### src/rtl/core/bbc_pkg.sv
// ---------------------------------------------------------------------------
// bbc_pkg
// Types, codes and defaults shared by the bracket balance checker.
// ---------------------------------------------------------------------------
package bbc_pkg;

    localparam int STACK_DEPTH_DEF = 1024;
    localparam int QUEUE_DEPTH_DEF = 2;

    localparam logic [7:0] CH_OPEN_PAREN  = 8'h28;
    localparam logic [7:0] CH_OPEN_BRACE  = 8'h7B;
    localparam logic [7:0] CH_OPEN_SQUARE = 8'h5B;
    localparam logic [7:0] CH_OPEN_ANGLE  = 8'h3C;
    localparam logic [7:0] CH_CLOSE_PAREN  = 8'h29;
    localparam logic [7:0] CH_CLOSE_BRACE  = 8'h7D;
    localparam logic [7:0] CH_CLOSE_SQUARE = 8'h5D;
    localparam logic [7:0] CH_CLOSE_ANGLE  = 8'h3E;

    localparam logic [1:0] KIND_PAREN  = 2'd0;
    localparam logic [1:0] KIND_BRACE  = 2'd1;
    localparam logic [1:0] KIND_SQUARE = 2'd2;
    localparam logic [1:0] KIND_ANGLE  = 2'd3;

    localparam logic [1:0] OP_NONE  = 2'd0;
    localparam logic [1:0] OP_OPEN  = 2'd1;
    localparam logic [1:0] OP_CLOSE = 2'd2;
    localparam logic [1:0] OP_END   = 2'd3;

    localparam logic [1:0] ERR_NONE     = 2'd0;
    localparam logic [1:0] ERR_MISMATCH = 2'd1;
    localparam logic [1:0] ERR_OVERFLOW = 2'd2;

    localparam logic [2:0] ST_FINE     = 3'd0;
    localparam logic [2:0] ST_BALANCED = 3'd1;
    localparam logic [2:0] ST_MISMATCH = 3'd2;
    localparam logic [2:0] ST_UNCLOSED = 3'd3;
    localparam logic [2:0] ST_OVERFLOW = 3'd4;

    typedef struct packed {
        logic [7:0] text_byte;
        logic       end_marker;
    } in_item_t;

    typedef struct packed {
        logic [2:0]  status;
        logic        verdict_final;
        logic [10:0] open_depth;
    } out_item_t;

    typedef struct packed {
        logic [1:0] op;
        logic [1:0] kind;
    } token_t;

endpackage

### src/rtl/core/bbc_back.sv
// ---------------------------------------------------------------------------
// bbc_back
// Execute stack operations: top of stack in a register, the entry below it
// prefetched from the stack memory, sticky error and verdict generation.
// ---------------------------------------------------------------------------
module bbc_back #(
    parameter int STACK_DEPTH = bbc_pkg::STACK_DEPTH_DEF
) (
    input  logic                clk,
    input  logic                rst_n,
    input  bbc_pkg::token_t     token,
    input  logic                tok_valid,
    output logic                tok_pop,
    output bbc_pkg::out_item_t  result,
    output logic                res_push,
    input  logic                res_full
);

    localparam int AW    = $clog2(STACK_DEPTH);
    localparam int CW    = $clog2(STACK_DEPTH + 1);
    localparam int EXT_W = (CW > 11) ? CW : 11;

    logic [1:0]      mem [STACK_DEPTH];
    logic [CW-1:0]   count_reg;
    logic [CW-1:0]   count_next;
    logic [1:0]      err_reg;
    logic [1:0]      err_next;
    logic [1:0]      top_reg;
    logic [1:0]      top_next;
    logic [1:0]      below_reg;
    logic            wr_en;
    logic [CW-1:0]   rd_sum;
    logic [AW-1:0]   rd_addr;
    logic [EXT_W-1:0] depth_ext;
    logic [EXT_W-1:0] count_ext;
    logic            go;

    assign go       = tok_valid && !res_full;
    assign tok_pop  = go;
    assign res_push = go;

    always_comb
    begin
        count_next = count_reg;
        err_next   = err_reg;
        top_next   = top_reg;
        wr_en      = 1'b0;
        if (go)
        begin
            unique case (token.op)
                bbc_pkg::OP_END:
                begin
                    count_next = '0;
                    err_next   = bbc_pkg::ERR_NONE;
                end
                bbc_pkg::OP_OPEN:
                begin
                    if (err_reg == bbc_pkg::ERR_NONE)
                    begin
                        if (count_reg == CW'(STACK_DEPTH))
                        begin
                            err_next = bbc_pkg::ERR_OVERFLOW;
                        end
                        else
                        begin
                            wr_en      = 1'b1;
                            top_next   = token.kind;
                            count_next = count_reg + 1'b1;
                        end
                    end
                end
                bbc_pkg::OP_CLOSE:
                begin
                    if (err_reg == bbc_pkg::ERR_NONE)
                    begin
                        if (count_reg == '0)
                        begin
                            err_next = bbc_pkg::ERR_MISMATCH;
                        end
                        else
                        begin
                            count_next = count_reg - 1'b1;
                            top_next   = below_reg;
                            if (top_reg != token.kind)
                            begin
                                err_next = bbc_pkg::ERR_MISMATCH;
                            end
                        end
                    end
                end
                bbc_pkg::OP_NONE:
                begin
                    count_next = count_reg;
                end
            endcase
        end
    end

    assign rd_sum    = count_next - CW'(2);
    assign rd_addr   = rd_sum[AW-1:0];
    assign count_ext = EXT_W'(count_reg);
    assign depth_ext = EXT_W'(count_next);

    always_comb
    begin
        result.verdict_final = (token.op == bbc_pkg::OP_END);
        result.open_depth    = depth_ext[10:0];
        result.status        = bbc_pkg::ST_FINE;
        if (token.op == bbc_pkg::OP_END)
        begin
            result.open_depth = count_ext[10:0];
            unique case (err_reg)
                bbc_pkg::ERR_MISMATCH: result.status = bbc_pkg::ST_MISMATCH;
                bbc_pkg::ERR_OVERFLOW: result.status = bbc_pkg::ST_OVERFLOW;
                default:
                begin
                    result.status = (count_reg != '0) ? bbc_pkg::ST_UNCLOSED
                                                      : bbc_pkg::ST_BALANCED;
                end
            endcase
        end
        else
        begin
            unique case (err_next)
                bbc_pkg::ERR_MISMATCH: result.status = bbc_pkg::ST_MISMATCH;
                bbc_pkg::ERR_OVERFLOW: result.status = bbc_pkg::ST_OVERFLOW;
                default:               result.status = bbc_pkg::ST_FINE;
            endcase
        end
    end

    always_ff @(posedge clk or negedge rst_n)
    begin
        if (!rst_n)
        begin
            count_reg <= '0;
            err_reg   <= bbc_pkg::ERR_NONE;
        end
        else
        begin
            count_reg <= count_next;
            err_reg   <= err_next;
        end
    end

    // Prefetch the entry below the new top every cycle.
    always_ff @(posedge clk)
    begin
        top_reg <= top_next;
        if (wr_en)
        begin
            mem[count_reg[AW-1:0]] <= token.kind;
        end
        below_reg <= mem[rd_addr];
    end

endmodule

### config.mk
export PLATFORM = sky130hd
export DESIGN_NAME = bbc_back
export DESIGN_NICKNAME = d
export VERILOG_FILES = /design/src/rtl/core/bbc_pkg.sv /design/src/rtl/core/bbc_back.sv
export SDC_FILE = /design/constraint.sdc
export NUM_CORES = 2
export LEC_CHECK = 0
export BUFFER_PORTS_ARGS = -buffer_cell sky130_fd_sc_hd__buf_4
export CAP_MARGIN = 20
export CORE_ASPECT_RATIO = 0.75
export CORE_UTILIZATION = 35
export CTS_CLUSTER_SIZE = 30
export DETAILED_ROUTE_END_ITERATION = 12
export PLACE_DENSITY_LB_ADDON = 0.15
export SYNTH_ARGS = -nofsm -noshare
export SYNTH_HDL_FRONTEND = slang
export SYNTH_SLANG_ARGS = --single-unit
### constraint.sdc
create_clock -name clk -period 7.6 [get_ports clk]
set_input_delay 0 -clock clk [delete_from_list [all_inputs] [get_ports clk]]
set_output_delay 0 -clock clk [all_outputs]
set_load 0.05 [all_outputs]
==> flow_metrics.env <==
export IMPL_p_comb_share_pct=16.2
export IMPL_wl_met2_um=143000
export IMPL_wl_per_cell_um=32.7
export IMPL_cts_resized=0
export IMPL_setup_viol=0
export IMPL_tightest_slew_ns=1.27
export IMPL_layout_drive_gt1_share_pct=10.1
export IMPL_path_max_fanout=22
export IMPL_min_from="res_full"
export IMPL_clock_latency_ns=0.88
export IMPL_cts_tree="done"
export IMPL_grtUsageTotal_pct=26.4
export IMPL_core_um2=251000
export IMPL_p_int_w=0.0195
export IMPL_synth_largest_area_cell="edfxtp_1"
export IMPL_dieArea_um2=254000
export IMPL_regToRegSetupSlack_ns=0.07
export IMPL_final_period_utilization_pct=99.0
export IMPL_h_tree_depth=4
export IMPL_die_h_um=437
export IMPL_yosysSeqAreaShare_pct=70.1
export IMPL_cts_setup_buffers=0
export IMPL_synth_nets=7135
export IMPL_synth_edf_count=2050
export IMPL_seq_area_um2=61900
export IMPL_place_gp_congestion=0.905
export IMPL_start_util_pct=35.2
export IMPL_ir_drop_uv=159
export IMPL_nets=7040
export IMPL_crit_path_end_kind="register"
export IMPL_p_clk_share_pct=37.7
export IMPL_route_vias_total=62277
export IMPL_port_buffers=24
export IMPL_cts_root_buffer="clkbuf_16"
export IMPL_yosysWarningCount=0
export IMPL_largest_reg_flops=2048
export IMPL_die_w_um=582
export IMPL_dp_hpwl_um=200000
export IMPL_finClkSkew_ns=0.0436
export IMPL_cts_sinks=2065
export IMPL_met1_length_um=150000
export IMPL_hold_depth=6
export IMPL_synth_ff_type="edfxtp_1"
export IMPL_max_slew_margin_pct=15.4
export IMPL_ant_nets=0
export IMPL_rsz0062_at_grt="no"
export IMPL_cp_slowest_cell="nor3_1"
export IMPL_drv_slew=0
export IMPL_cts_buffer_depth=4
export IMPL_yosysTopAreaCellShare_pct=69.7
export IMPL_holdBufCountCts=10
export IMPL_p_seq_share_pct=46.2
export IMPL_syn_area_per_cell_um2=12.4
export IMPL_required_ns=8.37
export IMPL_ys_async_sr_fraction_pct=0.630
export IMPL_worstReg2RegStart="count_ext[1]"
export IMPL_powerDensity_nw_per_um2=273
export IMPL_cp_top_family="compound AO/OA/AOI/OAI gates"
export IMPL_startpoint_type="register"
export IMPL_crit_chain="inv_1 > ha_1 > buf_4 > or4b_4 > o31ai_4 > o32ai_1 > o31a_2 > inv_8 > ha_4 > inv_4 > nand2_4 > o221ai_1 > a21oi_1 > nor3_1 > nor2_1 > o311ai_1 > buf_4 > a21oi_1 > o22a_1 > o311ai_1"
export IMPL_hold_viol_final=0
export IMPL_r2r_end="below_reg[1]"
export IMPL_pin_count=25
export IMPL_rows=159
export IMPL_fill_cells=23918
export IMPL_hold_path_class="input pin to register"
export IMPL_fin_ws_ns=0.0737
export IMPL_worstSetupPathType="register to register"
export IMPL_syn_to_final_growth_pct=12.9
export IMPL_arrival_ns=8.30
export IMPL_yosysUniqueCellTypes=95
export IMPL_leakage_nw=32.1
export IMPL_switching_power_w=0.00774
export IMPL_multi_input_area_um2=24200
export IMPL_fin_setup_tns_ns=0
export IMPL_grt_antenna_before_repair=43
export IMPL_status="finished clean"
export IMPL_pre_cts_ws_ns=0.259
export IMPL_grt_pass1_wl_um=476000
export IMPL_slowest_delay_ns=0.77
export IMPL_min_to="count_ext[2]"
export IMPL_dr_pass1_iters=6
export IMPL_wl_met3_um=39700
export IMPL_critPathBufInv=5
export IMPL_grt_pass1_vias=58821
export IMPL_vias_per_cell=5.94
export IMPL_wl_um=343000
export IMPL_gr_total_overflow=0
export IMPL_drtIter0Drc=9522
export IMPL_syn_cell_area_um2=88300
export IMPL_syn_inst=7119
export IMPL_drv_cap=0
export IMPL_period_minus_slack_ns=7.53
export IMPL_route_detailed_drc=0
export IMPL_synth_area_leaders="edfxtp_1 70%, nand2_1 6.0%, nor2_1 4.6%"
export IMPL_ys_ff_latch=2065
export IMPL_grt_max_degree=208
export IMPL_switching_share_pct=28.5
export IMPL_fmaxAchievable_mhz=133
export IMPL_clk_pin_slew_worst_paths_ns=0.07
export IMPL_ff2ff_path_depth=20
export IMPL_cts_buffers=208
export IMPL_top_layer="met5"
through the flow:
stage | std cells | util (%) | power [W] | hold WS, ns | area [µm²]
final | 10491 | 39.8 | 0.0272 | 0.135 | 99700
after global placement | 10090 | 37.0 | 0.0171 | -0.120 | 92800
after detailed placement | 10098 | 37.1 | 0.0171 | -0.122 | 92900
after CTS | 10474 | 39.7 | 0.0272 | 0.0802 | 99500
after floorplan | 7119 | - | 0.0151 | -0.296 | 88300
after global routing | 10481 | 39.7 | 0.0279 | 0.145 | 99600
power groups by stage:
stage / Combinational, W / Sequential [W] / Clock, W
after floorplan: 0.00233 / 0.0128 / 0
after global placement: 0.00431 / 0.0128 / 0
after detailed placement: 0.00429 / 0.0128 / 0
after CTS: 0.00431 / 0.0126 / 0.0103
after global routing: 0.00457 / 0.0125 / 0.0108
final: 0.00440 / 0.0126 / 0.0103
synth_stat cells (all sizes together) (12+ instances only):
cell     count
a2111oi     12
or3         18
o22ai       34
nand4       37
buf        262
nor2      1088
nor4        18
o221ai      55
mux4        62
clkbuf     327
and3       198
a211oi      78
nand3      443
dfrtp       13
nand2     1417
o32ai       12
a311oi     110
a31oi      148
a21oi      147
mux2i      231
inv         24
nor3        50
edfxtp    2050
o21ai       71
kinds of logic (layout without fill, tap and decap cells):
| kind of cell | Yosys count | count (layout) | share of synthesized area (%) |
|---|---|---|---|
| other cells | 0 | 11 | 0 |
| xor+xnor | 12 | 12 | 0.119 |
| mux | 300 | 300 | 4.29 |
| fa+ha+maj | 8 | 8 | 0.113 |
| compound gates | 798 | 798 | 6.41 |
| buf+inv | 613 | 674 | 3.03 |
| simple gates | 3323 | 3323 | 15.9 |
| flops | 2065 | 2065 | 70.1 |
layer usage:
metal / vias to the layer above / track usage [%]
met5: - / 0
met4: 12 / 7.09
met3: 478 / 6.58
met2: 3552 / 37.4
met1: 32231 / 39.9
li1: 26004 / -
worst max-delay path by stage:
stage | startpoint | end | slack, ns | cells past startpoint
after floorplan | count_ext[0] | below_reg[0] | 1.72 | 29
after global placement | count_ext[1] | below_reg[1] | 0.45 | 20
after detailed placement | count_ext[1] | below_reg[1] | 0.26 | 20
after CTS | count_ext[1] | below_reg[1] | 0.25 | 20
after global routing | count_ext[0] | below_reg[1] | 0.03 | 22
final | count_ext[1] | below_reg[1] | 0.07 | 20
placed cells by master (no fill, tap or decap), drive strengths merged, types with 55 or more instances in the layout:
master | synthesis | routed
a211oi | 78 | 78
a21oi | 147 | 147
a311oi | 110 | 110
a31oi | 148 | 148
and3 | 198 | 198
buf | 262 | 273
clkbuf | 327 | 250
clkinv | 0 | 88
edfxtp | 2050 | 2050
mux2i | 231 | 231
mux4 | 62 | 62
nand2 | 1417 | 1417
nand3 | 443 | 443
nor2 | 1088 | 1088
o21ai | 71 | 71
o221ai | 55 | 55
cell type report:
cell class	count	share of cell area, %
sequential	2065	62.1
clock inverter	117	1.01
inverter	24	0.108
timing repair buffer	284	2.83
multi-input combinational	4441	24.3
antenna	11	0.0276
clock buffer	249	5.48
tap	3300	4.14
worst min-delay path, cell delays in order:
cell,delay (ns)
buf_4,0.09
nor3b_1,0.06
nand3_1,0.10
o21ai_1,0.13
a211oi_2,0.39
inv_1,0.15
(Power assumes the default switching activity.)
